`config.mk`:
```
export PLATFORM = sky130hd
export DESIGN_NAME = clock_page_replacement
export DESIGN_NICKNAME = d
export VERILOG_FILES = /design/src/rtl/core/cpr_pkg.sv /design/src/rtl/core/cpr_ctrl.sv /design/src/rtl/core/cpr_datapath.sv /design/src/rtl/core/clock_page_replacement.sv
export VERILOG_INCLUDE_DIRS = /design/src /design/src/rtl/core
export SDC_FILE = /design/constraint.sdc
export NUM_CORES = 1
export LEC_CHECK = 0
export ABC_AREA = 1
export CAP_MARGIN = 20
export CORE_UTILIZATION = 56
export CTS_CLUSTER_DIAMETER = 60
export DETAILED_ROUTE_END_ITERATION = 10
export DONT_BUFFER_PORTS = 1
export GPL_TIMING_DRIVEN = 0
export PLACE_DENSITY = 0.74
export SLEW_MARGIN = 30
export SYNTH_ARGS = -nofsm -noshare
export SYNTH_HDL_FRONTEND = slang
export SYNTH_SLANG_ARGS = --single-unit
```
`constraint.sdc`:
```
create_clock -name clk -period 7.76 [get_ports clk]
set_input_delay 1.552 -clock clk [delete_from_list [all_inputs] [get_ports clk]]
set_output_delay 1.552 -clock clk [all_outputs]
set_load 0.01 [all_outputs]
```
`src/rtl/core/clock_page_replacement_assert.svh`:
```
// ---------------------------------------------------------------------------
// Assertion macros for the clock page replacement block
// Shared concurrent assertion forms. They are sampled on the rising clock
// edge and disabled while reset is high.
// ---------------------------------------------------------------------------
`ifndef CLOCK_PAGE_REPLACEMENT_ASSERT_SVH
`define CLOCK_PAGE_REPLACEMENT_ASSERT_SVH

// The consequent must hold in the same cycle as the antecedent.
`define CPR_ASSERT_SAME(label, clk, rst, ante, cons, msg) \
  label: assert property (@(posedge clk) disable iff (rst) (ante) |-> (cons)) \
    else $error(msg);

// The consequent must hold in the cycle after the antecedent.
`define CPR_ASSERT_NEXT(label, clk, rst, ante, cons, msg) \
  label: assert property (@(posedge clk) disable iff (rst) (ante) |=> (cons)) \
    else $error(msg);

`endif

```
`src/rtl/core/cpr_pkg.sv`:
```
// ---------------------------------------------------------------------------
// Clock page replacement package
// Field widths, parameter defaults and the command and status groups that
// pass between the controller and the datapath.
// ---------------------------------------------------------------------------
package cpr_pkg;

  localparam int FRAMES_DEF    = 4;
  localparam int PAGE_BITS_DEF = 16;

  localparam int PAGE_W  = 16;
  localparam int FRAME_W = 2;
  localparam int COUNT_W = 32;

  // Commands from the controller, at most one raised in a cycle.
  typedef struct packed {
    logic load;
    logic look;
    logic update;
    logic sweep;
    logic finish;
  } cmd_t;

  // Status from the datapath.
  typedef struct packed {
    logic found;
    logic empty;
    logic use_at_hand;
    logic out_free;
  } stat_t;

endpackage

```
`src/rtl/core/cpr_ctrl.sv`:
```
// ---------------------------------------------------------------------------
// Clock page replacement controller
// Sequences one request through lookup, update, hand sweep and result.
// ---------------------------------------------------------------------------
module cpr_ctrl (
  input  logic          clk,
  input  logic          rst,
  input  logic          in_valid,
  output logic          in_ready,
  input  cpr_pkg::stat_t stat,
  output cpr_pkg::cmd_t  cmd
);
  import cpr_pkg::*;

  typedef enum logic [4:0] {
    S_IDLE   = 5'b00001,
    S_LOOK   = 5'b00010,
    S_UPDATE = 5'b00100,
    S_SWEEP  = 5'b01000,
    S_FINISH = 5'b10000
  } state_t;

  state_t state;
  state_t state_next;

  always_comb begin
    state_next = state;
    cmd        = '0;
    in_ready   = 1'b0;
    unique case (state)
      S_IDLE: begin
        in_ready = 1'b1;
        if (in_valid) begin
          cmd.load   = 1'b1;
          state_next = S_LOOK;
        end
      end
      S_LOOK: begin
        cmd.look   = 1'b1;
        state_next = S_UPDATE;
      end
      S_UPDATE: begin
        cmd.update = 1'b1;
        if (stat.found || stat.empty) begin
          state_next = S_FINISH;
        end else begin
          state_next = S_SWEEP;
        end
      end
      S_SWEEP: begin
        cmd.sweep = 1'b1;
        if (!stat.use_at_hand) begin
          state_next = S_FINISH;
        end
      end
      S_FINISH: begin
        if (stat.out_free) begin
          cmd.finish = 1'b1;
          state_next = S_IDLE;
        end
      end
      default: begin
        state_next = S_IDLE;
      end
    endcase
  end

  always_ff @(posedge clk) begin
    if (rst) begin
      state <= S_IDLE;
    end else begin
      state <= state_next;
    end
  end

endmodule

```
`src/rtl/core/cpr_datapath.sv`:
```
// ---------------------------------------------------------------------------
// Clock page replacement datapath
// Frame table, use bits, clock hand, saturating totals and result register.
// ---------------------------------------------------------------------------
`include "clock_page_replacement_assert.svh"

module cpr_datapath #(
  parameter int FRAMES    = cpr_pkg::FRAMES_DEF,
  parameter int PAGE_BITS = cpr_pkg::PAGE_BITS_DEF
) (
  input  logic                        clk,
  input  logic                        rst,
  input  cpr_pkg::cmd_t               cmd,
  output cpr_pkg::stat_t              stat,
  input  logic [cpr_pkg::PAGE_W-1:0]  page_number,
  input  logic                        out_ready,
  output logic                        out_valid,
  output logic                        hit,
  output logic [cpr_pkg::FRAME_W-1:0] frame,
  output logic                        evicted,
  output logic [cpr_pkg::PAGE_W-1:0]  evicted_page,
  output logic [cpr_pkg::COUNT_W-1:0] hit_total,
  output logic [cpr_pkg::COUNT_W-1:0] request_total
);
  import cpr_pkg::*;

  localparam int IDX_W = $clog2(FRAMES);

  logic [PAGE_BITS-1:0] req_page;
  logic [PAGE_BITS-1:0] page_mem [FRAMES];
  logic [FRAMES-1:0]    valid_bits;
  logic [FRAMES-1:0]    use_bits;
  logic [IDX_W-1:0]     hand;
  logic [IDX_W-1:0]     hand_next;
  logic [COUNT_W-1:0]   hit_count;
  logic [COUNT_W-1:0]   req_count;
  logic                 found_q;
  logic                 empty_q;
  logic [IDX_W-1:0]     where_q;
  logic                 evict_q;
  logic [PAGE_BITS-1:0] old_page_q;

  logic                 found;
  logic                 empty_found;
  logic [IDX_W-1:0]     match_idx;
  logic [IDX_W-1:0]     empty_idx;

  // Parallel compare of every frame, lowest index wins.
  always_comb begin
    found       = 1'b0;
    empty_found = 1'b0;
    match_idx   = '0;
    empty_idx   = '0;
    for (int i = FRAMES - 1; i >= 0; i--) begin
      if (valid_bits[i] && (page_mem[i] == req_page)) begin
        found     = 1'b1;
        match_idx = IDX_W'(i);
      end
      if (!valid_bits[i]) begin
        empty_found = 1'b1;
        empty_idx   = IDX_W'(i);
      end
    end
  end

  assign hand_next = (hand == IDX_W'(FRAMES - 1)) ? '0 : hand + 1'b1;

  assign stat.found       = found_q;
  assign stat.empty       = empty_q;
  assign stat.use_at_hand = use_bits[hand];
  assign stat.out_free    = !out_valid || out_ready;

  always_ff @(posedge clk) begin
    if (rst) begin
      valid_bits <= '0;
      use_bits   <= '0;
      hand       <= '0;
      hit_count  <= '0;
      req_count  <= '0;
      out_valid  <= 1'b0;
    end else begin
      if (cmd.load) begin
        req_page <= PAGE_BITS'(page_number);
      end
      if (cmd.look) begin
        found_q    <= found;
        empty_q    <= empty_found;
        where_q    <= found ? match_idx : empty_idx;
        evict_q    <= 1'b0;
        old_page_q <= '0;
        req_count  <= (req_count == '1) ? req_count : req_count + 1'b1;
      end
      if (cmd.update) begin
        if (found_q) begin
          use_bits[where_q] <= 1'b1;
          hit_count         <= (hit_count == '1) ? hit_count : hit_count + 1'b1;
        end else if (empty_q) begin
          page_mem[where_q]   <= req_page;
          valid_bits[where_q] <= 1'b1;
          use_bits[where_q]   <= 1'b0;
        end
      end
      if (cmd.sweep) begin
        if (use_bits[hand]) begin
          use_bits[hand] <= 1'b0;
          hand           <= hand_next;
        end else begin
          where_q        <= hand;
          evict_q        <= 1'b1;
          old_page_q     <= page_mem[hand];
          page_mem[hand] <= req_page;
          use_bits[hand] <= 1'b0;
          hand           <= hand_next;
        end
      end
      if (cmd.finish) begin
        out_valid     <= 1'b1;
        hit           <= found_q;
        frame         <= FRAME_W'(where_q);
        evicted       <= evict_q;
        evicted_page  <= PAGE_W'(old_page_q);
        hit_total     <= hit_count;
        request_total <= req_count;
      end else if (out_ready) begin
        out_valid <= 1'b0;
      end
    end
  end

  `CPR_ASSERT_NEXT(a_req_monotonic, clk, rst, 1'b1, req_count >= $past(req_count), "request total fell")
  `CPR_ASSERT_SAME(a_hits_bounded, clk, rst, 1'b1, hit_count <= req_count, "hits exceed requests")
  `CPR_ASSERT_NEXT(a_sweep_clears, clk, rst, cmd.sweep, !use_bits[$past(hand)], "sweep left use bit set")

endmodule

```
`src/rtl/core/clock_page_replacement.sv`:
```
// ---------------------------------------------------------------------------
// Clock page replacement
// Second chance page replacement over a fixed set of frames.
// ---------------------------------------------------------------------------
// One page request word is taken at a time. For a hit or a fill of an empty
// frame the block passes through four steps before it is ready again: it
// captures the request, compares it against every frame in parallel,
// updates the frame table and loads the result register. A miss with every
// frame full adds a hand sweep, in which the single clock hand inspects one
// use bit each cycle. The result word appears the cycle after it is loaded
// and waits in its register until taken; a held result only delays the next
// one, never the lookup. After reset every frame is empty, all use bits and
// both totals are zero and the hand points at frame zero. The totals
// saturate at their maximum.
// ---------------------------------------------------------------------------
module clock_page_replacement #(
  parameter int FRAMES    = cpr_pkg::FRAMES_DEF,
  parameter int PAGE_BITS = cpr_pkg::PAGE_BITS_DEF
) (
  input  logic                        clk,
  input  logic                        rst,
  input  logic                        in_valid,
  output logic                        in_ready,
  input  logic [cpr_pkg::PAGE_W-1:0]  page_number,
  output logic                        out_valid,
  input  logic                        out_ready,
  output logic                        hit,
  output logic [cpr_pkg::FRAME_W-1:0] frame,
  output logic                        evicted,
  output logic [cpr_pkg::PAGE_W-1:0]  evicted_page,
  output logic [cpr_pkg::COUNT_W-1:0] hit_total,
  output logic [cpr_pkg::COUNT_W-1:0] request_total
);
  import cpr_pkg::*;

  cmd_t  cmd;
  stat_t stat;

  // The controller owns the sequencing; it sees the datapath only through
  // the command and status groups.
  cpr_ctrl u_ctrl (
    .clk      (clk),
    .rst      (rst),
    .in_valid (in_valid),
    .in_ready (in_ready),
    .stat     (stat),
    .cmd      (cmd)
  );

  // The datapath holds the frame table, the use bits, the hand, the totals
  // and the result register.
  cpr_datapath #(
    .FRAMES    (FRAMES),
    .PAGE_BITS (PAGE_BITS)
  ) u_datapath (
    .clk           (clk),
    .rst           (rst),
    .cmd           (cmd),
    .stat          (stat),
    .page_number   (page_number),
    .out_ready     (out_ready),
    .out_valid     (out_valid),
    .hit           (hit),
    .frame         (frame),
    .evicted       (evicted),
    .evicted_page  (evicted_page),
    .hit_total     (hit_total),
    .request_total (request_total)
  );

endmodule

```
==> results of run 1 <==
==> cells by family (layout without fill, tap and decap cells) <==
kind of cell               count (synthesis)  in the layout  share of synthesized area
buffers and inverters                    199            260                    0.06356
adders and majority gates                  6              6                   0.006043
and+or+nand+nor                          679            679                     0.2407
AOI/OAI and AO/OA                        197            197                    0.08632
xor gates and xnor gates                  34             34                    0.02397
DFF                                      267            267                     0.5794
==> Yosys cell counts, types with 6 or more instances <==
cell | instances | area (um^2)
a21oi_1 | 86 | 430.4
a31oi_1 | 6 | 37.54
buf_2 | 6 | 30.03
clkbuf_1 | 19 | 71.32
dfxtp_1 | 82 | 1642
edfxtp_1 | 185 | 5555
ha_1 | 6 | 75.07
inv_1 | 154 | 578.1
inv_2 | 8 | 30.03
nand2_1 | 350 | 1314
nand3_1 | 67 | 335.3
nand4_1 | 39 | 244.0
nor2_1 | 140 | 525.5
nor3_1 | 35 | 175.2
nor4_1 | 14 | 87.58
o21ai_0 | 70 | 350.3
o22ai_1 | 7 | 43.79
xnor2_1 | 16 | 140.1
xor2_1 | 18 | 157.7
==> per-stage QoR <==
step / util / worst slack [ns] / instances
2_1_floorplan: - / 2.213 / 1382
3_3_place_gp: 0.5873 / 0.9053 / 1662
3_5_place_dp: 0.5945 / 4.007 / 1671
4_1_cts: 0.6364 / 4.569 / 1723
5_1_grt: 0.6364 / 4.432 / 1723
6_report: 0.6364 / 4.512 / 1723
==> routing by layer <==
metal / GRT usage / share of wire / wire length [um] / up-vias
met3: 0.04608 / 0.060 / 2105 / 78
met1: 0.3822 / 0.40 / 14080 / 4622
met2: 0.5429 / 0.49 / 17280 / 401
met5: 0 / 0 / 0 / -
li1: - / - / - / 4764
met4: 0.1340 / 0.043 / 1490 / 0
==> layout make-up <==
class                      instances  area, um^2
buffer                            35       175.2
fill                            1798        7911
timing repair buffer               9       113.9
tap                              280       350.3
inverter                         164       615.6
sequential                       267        7197
clock buffer                      32       747.0
multi-input combinational        916        4483
clock inverter                    20       162.7
==> worst paths after layout <==
check,startpoint,endpoint,slack (ns),depth (start not counted)
max reg2reg,u_datapath.hand[0],u_datapath.page_mem[2][15],5.06,8
max,rst,u_datapath.page_mem[1][15],4.51,7
min,u_datapath.old_page_q[2],u_datapath.evicted_page[2],0.45,0
min reg2reg,u_datapath.old_page_q[2],u_datapath.evicted_page[2],0.45,0
==> registers in the layout (all words and copies together), names as in the netlist, named ones only <==
signal,count
u_datapath.page_mem,64
u_datapath.hit_count,32
u_datapath.hit_total,32
u_datapath.req_count,32
u_datapath.request_total,32
u_datapath.evicted_page,16
u_datapath.old_page_q,16
u_datapath.req_page,16
u_ctrl.state,5
u_datapath.use_bits,4
u_datapath.valid_bits,4
u_datapath.frame,2
u_datapath.hand,2
u_datapath.where_q,2
u_datapath.empty_q,1
u_datapath.evict_q,1
u_datapath.evicted,1
u_datapath.found_q,1
u_datapath.hit,1
u_datapath.out_valid,1
==> power groups by stage <==
stage / Combinational [mW] / Clock, mW / Sequential, mW
2_1_floorplan: 0.297 / 0 / 1.72
3_3_place_gp: 0.432 / 0 / 1.75
3_5_place_dp: 0.457 / 0 / 1.75
4_1_cts: 0.459 / 1.34 / 1.72
5_1_grt: 0.503 / 1.40 / 1.73
6_report: 0.463 / 1.31 / 1.73
==> cell usage in the layout (no fill, tap or decap), drive strengths merged, types with 3 or more instances in the layout <==
master / n
clkinv: 17
nor4: 15
o21bai: 3
nand4: 41
nor2: 148
a31oi: 6
edfxtp: 185
nand3: 68
a221oi: 3
xor2: 18
nand2: 353
inv: 164
o2111ai: 3
buf: 24
ha: 6
or2: 4
o211ai: 5
xnor2: 16
nor3: 42
clkbuf: 52
o21a: 4
a211oi: 3
nor3b: 4
dfxtp: 82
a21oi: 86
o21ai: 75
and3: 3
o22ai: 7
==> results.txt, run 1 <==
----------------------------------------------------
[Floorplan]
  Number of top-level pins ... 106
  Die Y ... 150.9 um
  Total die area ... 0.02278 mm^2
  Die extent in x ... 150.9 um
  Row count ... 54
  Core Footprint ... 0.02176 mm^2
  Starting density of the core ... 0.5710

[Critical path]
  CP Max Fanout ... 10
  Cell type of the slowest stage on the worst timing path ... nor2_2
  Type of the worst setup path ... in -> reg
  Worst endpoint data arrival time ... 3.50 ns
  Cell family with most CP delay ... simple AND/OR/NAND/NOR gates
  Crit-path max cell delay ... 0.52 ns
  Worst Setup End Kind ... flop
  CP Cell Sequence ... inv_1 -> clkbuf_1 -> nand3_1 -> o21ai_0 -> nand2_1 -> nor2_2 -> buf_6
  Buf/Inv on CP ... 3
  CP startpoint kind ... primary input
  CP required ... 8.01 ns

[Route]
  Routed Antenna Nets ... 0
  Total via count after detailed routing ... 9865
  Avg Vias per Cell ... 5.725
  Detailed-router iteration count before antenna repair ... 5
  Routed wire length ... 34.95 mm
  Initial detailed-routing violation count ... 826
  Remaining DRCs ... 0
  DR WL/cell ... 20.28 um

[Clock tree]
  Register clock-pin slew on the reported worst setup and hold paths ... 0.06 ns
  Clock insertion delay at the later pin of the skew report ... 0.54 ns
  Setup fix buffers added after clock tree synthesis ... 0
  TritonCTS Buffers ... 29
  Cell chosen for the clock root ... clkbuf_16
  Deepest level of the CTS H-tree ... 1
  Buffer depth of the longest clock path ... 3
  Hold-fix buffers, CTS ... 0
  Clock tree from TritonCTS ... yes
  Post-cts repair resize count ... 0
  Sinks on the clock net ... 267

[Power and ir drop]
  Pwr/cell area ... 253.1 mW/mm^2
  Static leakage ... 5.241 nW
  Internal power summed over all cells ... 2.524 mW
  Worst ir drop on vdd ... 248.4 uV
  Switching Fraction ... 0.2795
  Part of the power in the clock network ... 0.375
  Switching power total ... 0.9795 mW
  Sequential share of power ... 0.493
  Combinational cell fraction of total power ... 0.132
  Final total power ... 3.504 mW

[STA]
  Total count of max-transition violations in the final report ... 0
  Final critical path time including I/O delays and setup ... 3.248 ns
  Setup repair after global routing missed its margin ... no
  Worst slew slack as a fraction of its limit ... 0.3773
  Final worst path period share ... 0.4185
  Final hold slack ... 0.4488 ns
  Worst slew pin tran ... 0.9341 ns
  Final sum of negative setup slack ... 0 ns
  Clock skew after layout ... 0.01063 ns
  Achievable frequency ... 0.3079 GHz
  Fin. Hold Viols ... 0
  Count of final setup violators ... 0

[Logic synthesis]
  Gate Count Post-Synth ... 1382
  Synthesized Nets ... 1408
  Count of flip-flops with a built-in enable after synthesis ... 185
  Register area share after synthesis ... 0.5794
  Average instance area after synthesis ... 8.988 um^2
  Post-synth top flop ... edfxtp_1
  Warning count from the yosys run ... 0
  Synthesized area ... 0.01242 mm^2
  Share of flip-flops with an asynchronous set or reset after synthesis ... 0
  Number of distinct library cells after synthesis ... 46
  Number of register bits inferred by synthesis ... 267

[Finish]
  Proportion of layout cells with a drive suffix above 1 ... 0.07484
  Synthesis-to-finish area growth ... 11.45%
  Total inserted antenna cells ... 0
  Area of all placed cells without fillers ... 0.01384 mm^2
  Total number of nets in the final design ... 1448

[Placed design]
  HPWL Detailed ... 26.58 mm
  Placed Instance Area ... 0.01293 mm^2
  Number of port buffers ... 0
  Final RePlAce weighted congestion ... 0.9626

[Run]
  Max-cap viol count ... 0

[Min path]
  Kind of path behind the tightest hold check ... reg -> reg

[GRT]
  Total gr overflow ... 0
  Number of global-route vias before repair ... 9546
  First-pass GRT wire length ... 52.87 mm
  Pin count of the biggest net entering global routing ... 24
  Initial antenna violation count ... 0
  Combined global-route utilization of all metal layers ... 0.3111

[Outcome]
  Result of the run ... finished clean

----------------------------------------------------
No activity file was read; power rests on OpenSTA's default activity.
==> run 2: changes to the inputs <==
--- a/config.mk
+++ b/config.mk
@@ -13,7 +13,7 @@
 export DETAILED_ROUTE_END_ITERATION = 10
 export DONT_BUFFER_PORTS = 1
 export GPL_TIMING_DRIVEN = 0
-export PLACE_DENSITY = 0.74
+export PLACE_DENSITY = 0.71
 export SLEW_MARGIN = 30
 export SYNTH_ARGS = -nofsm -noshare
 export SYNTH_HDL_FRONTEND = slang
==> constraint.sdc (replaced) <==
create_clock -name clk -period 3.3 [get_ports clk]
set_input_delay 0.66 -clock clk [delete_from_list [all_inputs] [get_ports clk]]
set_output_delay 0.66 -clock clk [all_outputs]
set_load 0.01 [all_outputs]
==> run 2 against run 1 <==
First-iteration DRC count fell by 8.0%. Non-clock buffer count stayed put. Power up 140%. Worst setup slack lost 4.1 ns. Clock power rose by 140%. Sequential power grew 130%. Sequential share of layout area decreased by 0.12 points. Count of clock-buffer cells in the layout is 3 higher. Global-route usage up 0.16 points. Sequential cell count unchanged. Register-to-register slack worse by 4.6 ns. Largest power group unchanged.
==> results.txt, run 2 (synthesis results as in run 1) <==
----------------------------------------------------
[Route]
  Routed wire length ... 34.78 mm (-0.49%)
  Routed Antenna Nets ... 0 (unchanged)
  Initial detailed-routing violation count ... 760 (-8.0%)
  Remaining DRCs ... 0 (unchanged)
  DR WL/cell ... 20.22 um (-0.32%)
  Detailed-router iteration count before antenna repair ... 5 (unchanged)
  Total via count after detailed routing ... 9847 (-0.18%)
  Avg Vias per Cell ... 5.725 (about the same)

[GRT]
  Most Used Layer, Global Route ... met2
  Initial antenna violation count ... 0 (unchanged)
  Met1 usage ... 0.3955 (+0.01325)
  Global routing met3 resource utilization ... 0.03825 (-0.007831)
  First-pass GRT wire length ... 53.39 mm (+0.98%)
  Met2 usage ... 0.5404 (-0.002523)
  Pin count of the biggest net entering global routing ... 24 (unchanged)
  Total gr overflow ... 0 (unchanged)
  Number of global-route vias before repair ... 9485 (-0.64%)
  Combined global-route utilization of all metal layers ... 0.3128 (+0.001633)

[Power and ir drop]
  Final total power ... 8.326 mW (+140%)
  Switching power total ... 2.308 mW (+140%)
  Internal power summed over all cells ... 6.018 mW (+140%)
  Combinational cell fraction of total power ... 0.131 (about the same)
  Static leakage ... 5.258 nW (+0.33%)
  Worst ir drop on vdd ... 593.7 uV (+140%)
  Part of the power in the clock network ... 0.381 (+0.006)
  Switching Fraction ... 0.2772 (-0.002379)
  Sequential share of power ... 0.488 (-0.005)
  Pwr/cell area ... 600.0 mW/mm^2 (+140%)

[Clock tree]
  Clock insertion delay at the later pin of the skew report ... 0.55 ns (about the same)
  Deepest level of the CTS H-tree ... 1 (unchanged)
  Hold-fix buffers, CTS ... 0 (unchanged)
  Post-cts repair resize count ... 0 (unchanged)
  Clock tree from TritonCTS ... yes
  Setup fix buffers added after clock tree synthesis ... 0 (unchanged)
  Register clock-pin slew on the reported worst setup and hold paths ... 0.06 ns (about the same)
  Cell chosen for the clock root ... clkbuf_16
  Buffer depth of the longest clock path ... 3 (unchanged)
  Sinks on the clock net ... 267 (unchanged)
  TritonCTS Buffers ... 28 (-3.4%)

[Placed design]
  Placed insts ... 1671 (unchanged)
  Final RePlAce weighted congestion ... 1.014 (+5.3%)
  Worst slack, placed ... 0.4545 ns (-3.552 ns)
  Number of port buffers ... 0 (unchanged)
  HPWL Detailed ... 26.00 mm (-2.2%)

[Finish]
  Register ranked first by flip-flop count ... u_datapath.page_mem
  Total number of nets in the final design ... 1447 (-0.069%)
  Commonest non-fill, non-tap cells in the layout ... nand2_1 (350), edfxtp_1 (185), inv_1 (154)
  Number of flip-flops in the largest register ... 64 (unchanged)
  Proportion of layout cells with a drive suffix above 1 ... 0.07639 (+0.001545)
  Register Area ... 0.007197 mm^2 (unchanged)
  Final cell utilization of the core ... 0.6378 (+0.001438)
  Total inserted antenna cells ... 0 (unchanged)
  Layout filler cell count ... 1801 (+0.17%)
  Final std cells w/o fill ... 1720 (-0.17%)
  Synthesis-to-finish area growth ... 11.70%
  Commonest non-fill, non-tap cell in the layout ... nand2_1
  Multi-input combinational cell area ... 0.004488 mm^2 (+0.11%)

[Floorplan]
  Number of top-level pins ... 106 (unchanged)
  Starting density of the core ... 0.5710 (unchanged)
  Row count ... 54 (unchanged)
  Die extent in x ... 150.9 um (unchanged)
  Die Y ... 150.9 um (unchanged)
  Total die area ... 0.02278 mm^2 (unchanged)
  Core Footprint ... 0.02176 mm^2 (unchanged)

[Critical path]
  Worst Setup End Kind ... flop
  Crit-path max cell delay ... 0.56 ns (+0.04 ns)
  Cell type of the slowest stage on the worst timing path ... nor2_4
  CP Max Fanout ... 16 (+6)
  CP startpoint kind ... flop
  Type of the worst setup path ... reg -> reg
  Most frequent CP cell ... inv_1
  Worst endpoint data arrival time ... 3.05 ns (-0.45 ns)
  CP required ... 3.48 ns (-4.53 ns)
  CP Cell Sequence ... inv_1 -> o21ai_0 -> o22ai_1 -> nor2_1 -> nand2_1 -> o21ai_1 -> inv_1 -> nor2_4

[STA]
  Fin. Hold Viols ... 0 (unchanged)
  Total count of max-transition violations in the final report ... 0 (unchanged)
  Worst slew slack as a fraction of its limit ... 0.5068 (+0.1295)
  Final worst path period share ... 0.8674
  Achievable frequency ... 0.3493 GHz
  Post-route worst setup slack ... 0.4375 ns (-4.075 ns)
  Final critical path time including I/O delays and setup ... 2.863 ns
  Final sum of negative setup slack ... 0 ns (unchanged)
  Worst slew pin tran ... 0.7398 ns (-0.1943 ns)
  Clock skew after layout ... 0.01956 ns (+0.008927 ns)
  Setup repair after global routing missed its margin ... no
  Count of final setup violators ... 0 (unchanged)

[Outcome]
  Result of the run ... finished clean

[Run]
  Max-cap viol count ... 0 (unchanged)

[Min path]
  Kind of path behind the tightest hold check ... in -> reg

----------------------------------------------------
==> run 2: cell count changes in the layout (fill, tap and decap cells not counted), sizes merged <==
cell,change
clkinv,-5
clkinvlp,-1
clkbuf,+3
==> run 2: metrics by stage <==
stage / hold WS, ns / instance area, um^2
CTS: 0.1883 / 13880
finish: 0.2003 / 13880
global route: 0.1884 / 13880
detailed placement: 0.4350 / 12940
global placement: 0.4350 / 12780
floorplan: 0.4268 / 12430
==> run 2: cell type report <==
class / count / share of cell area
Tap cell: 280 / 0.02525
Buffer: 35 / 0.01271
Sequential cell: 267 / 0.5187
Timing Repair Buffer: 9 / 0.008206
Inverter: 164 / 0.04436
Multi-Input combinational cell: 916 / 0.3234
Clock buffer: 35 / 0.05753
Clock inverter: 14 / 0.009829
==> run 2: per-layer routing <==
layer | share of wire | vias up
met5 | 0 | -
met4 | 0.041 | 0
met3 | 0.054 | 85
met2 | 0.49 | 366
met1 | 0.41 | 4643
li1 | - | 4753
==> run 2: power by group through the flow <==
| stage | logic, mW | clock network (mW) | registers, mW |
|---|---|---|---|
| after CTS | 1.09 | 3.22 | 4.05 |
| after global placement | 1.03 | 0 | 4.12 |
| after floorplan | 0.701 | 0 | 4.05 |
| after global routing | 1.20 | 3.34 | 4.08 |
| final | 1.09 | 3.17 | 4.06 |
| after detailed placement | 1.08 | 0 | 4.12 |
==> run 2: worst max-delay path: cells and delay by family (launching register included) <==
| kind | cells | cell delay (ns) |
|---|---|---|
| flops | 1 | 0.47 |
| simple gates | 3 | 0.91 |
| compound gates | 3 | 0.72 |
| buf+inv | 2 | 0.39 |
==> run 2: worst paths after layout <==
path / slack [ns] / depth (start not counted) / startpoint / endpoint
min reg2reg: 0.45 / 0 / u_datapath.old_page_q[10] / u_datapath.evicted_page[10]
max reg2reg: 0.44 / 8 / u_datapath.hand[0] / u_datapath.page_mem[3][8]
max: 0.44 / 8 / u_datapath.hand[0] / u_datapath.page_mem[3][8]
min: 0.20 / 0 / page_number[12] / u_datapath.req_page[12]
==> run 3: changes to the inputs <==
--- a/config.mk
+++ b/config.mk
@@ -12,9 +12,8 @@
 export CTS_CLUSTER_DIAMETER = 60
 export DETAILED_ROUTE_END_ITERATION = 10
 export DONT_BUFFER_PORTS = 1
-export GPL_TIMING_DRIVEN = 0
+export GPL_ROUTABILITY_DRIVEN = 1
 export PLACE_DENSITY = 0.71
-export SLEW_MARGIN = 30
 export SYNTH_ARGS = -nofsm -noshare
 export SYNTH_HDL_FRONTEND = slang
 export SYNTH_SLANG_ARGS = --single-unit
==> run 3 against run 2 <==
Worst setup slack better by 0.55 ns. Design area down 1.9%. Critical endpoint is now u_datapath.req_count[15]. Clock power down 5%. Final cell count down 1.6%. Power down 2.9%. Largest power group unchanged. Sequential power about the same. Via count down 1.1%. Sequential cell count unchanged. Global-route usage down 3.1 points.
==> results.txt, run 3 (synthesis results as in run 1) <==
----------------------------------------------------
[Finish]
  Total inserted antenna cells ... 0 (unchanged)
  Final cell utilization of the core ... 0.6258 (-0.01202)
  Total number of nets in the final design ... 1417 (-2.1%)
  Layout filler cell count ... 1819 (+1.0%)
  Proportion of layout cells with a drive suffix above 1 ... 0.06586 (-0.01052)
  Number of flip-flops in the largest register ... 64 (unchanged)
  Synthesis-to-finish area growth ... 9.599%
  Commonest non-fill, non-tap cells in the layout ... nand2_1 (350), edfxtp_1 (185), inv_1 (153)
  Commonest non-fill, non-tap cell in the layout ... nand2_1
  Area of all placed cells without fillers ... 0.01361 mm^2 (-1.9%)
  Register ranked first by flip-flop count ... u_datapath.page_mem

[Clock tree]
  Deepest level of the CTS H-tree ... 1 (unchanged)
  Setup fix buffers added after clock tree synthesis ... 0 (unchanged)
  Post-cts repair resize count ... 0 (unchanged)
  Hold-fix buffers, CTS ... 0 (unchanged)
  Clock tree from TritonCTS ... yes
  Register clock-pin slew on the reported worst setup and hold paths ... 0.06 ns (about the same)
  Clock insertion delay at the later pin of the skew report ... 0.54 ns (about the same)
  Buffer depth of the longest clock path ... 3 (unchanged)
  TritonCTS Buffers ... 27 (-3.6%)
  Sinks on the clock net ... 267 (unchanged)
  Cell chosen for the clock root ... clkbuf_16

[GRT]
  Total gr overflow ... 0 (unchanged)
  First-pass GRT wire length ... 49.34 mm (-7.6%)
  Number of global-route vias before repair ... 9087 (-4.2%)
  Pin count of the biggest net entering global routing ... 60 (+150%)
  Initial antenna violation count ... 0 (unchanged)
  Combined global-route utilization of all metal layers ... 0.2821 (-0.03064)

[Route]
  Detailed-router iteration count before antenna repair ... 6 (+1)
  Avg Vias per Cell ... 5.754 (+0.50%)
  DR WL/cell ... 18.48 um (-8.6%)
  Initial detailed-routing violation count ... 926 (+22%)
  Total via count after detailed routing ... 9735 (-1.1%)
  Routed wire length ... 31.27 mm (-10%)
  Routed Antenna Nets ... 0 (unchanged)
  Remaining DRCs ... 0 (unchanged)

[Outcome]
  Result of the run ... finished clean

[STA]
  Fin. Hold Viols ... 0 (unchanged)
  Worst slew pin tran ... 0.7838 ns (+0.04408 ns)
  Final sum of negative setup slack ... 0 ns (unchanged)
  Final worst path period share ... 0.7002 (-0.1672)
  Post-route worst setup slack ... 0.9894 ns (+0.5519 ns)
  Worst slew slack as a fraction of its limit ... 0.4769 (-0.02996)
  Clock skew after layout ... 0.01319 ns (-0.006365 ns)
  Total count of max-transition violations in the final report ... 0 (unchanged)
  Final critical path time including I/O delays and setup ... 2.311 ns (-0.5519 ns)
  Setup repair after global routing missed its margin ... no
  Achievable frequency ... 0.4328 GHz (+24%)
  Count of final setup violators ... 0 (unchanged)

[Power and ir drop]
  Switching power total ... 2.155 mW (-6.6%)
  Static leakage ... 5.150 nW (-2.1%)
  Part of the power in the clock network ... 0.374 (-0.007)
  Pwr/cell area ... 593.8 mW/mm^2 (-1.0%)
  Final total power ... 8.084 mW (-2.9%)
  Switching Fraction ... 0.2665 (-0.01065)
  Sequential share of power ... 0.506 (+0.018)
  Internal power summed over all cells ... 5.930 mW (-1.5%)
  Worst ir drop on vdd ... 480.4 uV (-19%)
  Combinational cell fraction of total power ... 0.120 (-0.011)

[Run]
  Max-cap viol count ... 0 (unchanged)

[Min path]
  Kind of path behind the tightest hold check ... in -> reg

[Placed design]
  HPWL Detailed ... 22.29 mm (-14%)
  Final RePlAce weighted congestion ... 0.9760 (-3.7%)
  Number of port buffers ... 0 (unchanged)
  Placed Instance Area ... 0.01273 mm^2 (-1.7%)
  Worst slack, placed ... 1.028 ns (+0.5734 ns)

[Critical path]
  Type of the worst setup path ... reg -> reg
  CP startpoint kind ... flop
  CP required ... 3.77 ns (+0.29 ns)
  Worst Setup End Kind ... flop
  CP Max Fanout ... 30 (+14)
  Worst endpoint data arrival time ... 2.78 ns (-0.27 ns)

[Floorplan]
  Starting density of the core ... 0.5710 (unchanged)
  Die extent in x ... 150.9 um (unchanged)
  Number of top-level pins ... 106 (unchanged)
  Total die area ... 0.02278 mm^2 (unchanged)
  Die Y ... 150.9 um (unchanged)
  Row count ... 54 (unchanged)
  Core Footprint ... 0.02176 mm^2 (unchanged)

----------------------------------------------------
run 3: layer usage:
layer / share of wire / vias up / GRT usage
li1: - / 4680 / -
met1: 0.41 / 4488 / 0.3837
met2: 0.46 / 484 / 0.4411
met3: 0.089 / 83 / 0.04880
met4: 0.044 / 0 / 0.1290
met5: 0 / - / 0
run 3: layout make-up:
type	count	area, um^2	area share
Clock inverter	10	101.3	0.007444
Tap cell	280	350.3	0.02573
Timing Repair Buffer	15	112.6	0.008271
Sequential cell	267	7197	0.5286
Multi-Input combinational cell	916	4452	0.3270
Inverter	164	615.6	0.04522
Clock buffer	40	785.8	0.05772
run 3: power by group through the flow:
stage,logic (mW),registers [mW],clock network (mW)
finish,0.968,4.09,3.02
detailed placement,0.958,4.16,0
floorplan,0.701,4.05,0
global placement,0.954,4.15,0
global route,1.08,4.11,3.23
CTS,0.960,4.09,3.08
run 3: worst paths after layout:
path                                  from                         end  slack [ns]  depth (start not counted)
setup reg to reg   u_datapath.req_count[1]    u_datapath.req_count[15]        0.99                         15
hold reg to reg   u_datapath.old_page_q[3]  u_datapath.evicted_page[3]        0.45                          0
setup / recovery   u_datapath.req_count[1]    u_datapath.req_count[15]        0.99                         15
hold / removal                         rst             u_ctrl.state[2]        0.20                          1
run 3: stage by stage:
stage | hold WS, ns | instances
2_1_floorplan | 0.4268 | 1382
3_3_place_gp | 0.4357 | 1642
3_5_place_dp | 0.4335 | 1642
4_1_cts | 0.1695 | 1692
5_1_grt | 0.1765 | 1692
6_report | 0.2003 | 1692
run 3: worst max-delay path, cell delays in order, from the launching register on:
cell     delay, ns
dfxtp_1       0.40
ha_1          0.24
inv_1         0.08
nor2_2        0.16
inv_2         0.08
nor2_4        0.09
inv_2         0.06
nor2_4        0.10
nand2_2       0.07
nand2_4       0.25
inv_2         0.29
nand2_1       0.16
nor2_1        0.06
nand2_1       0.06
nand2_1       0.05
nor2_1        0.09
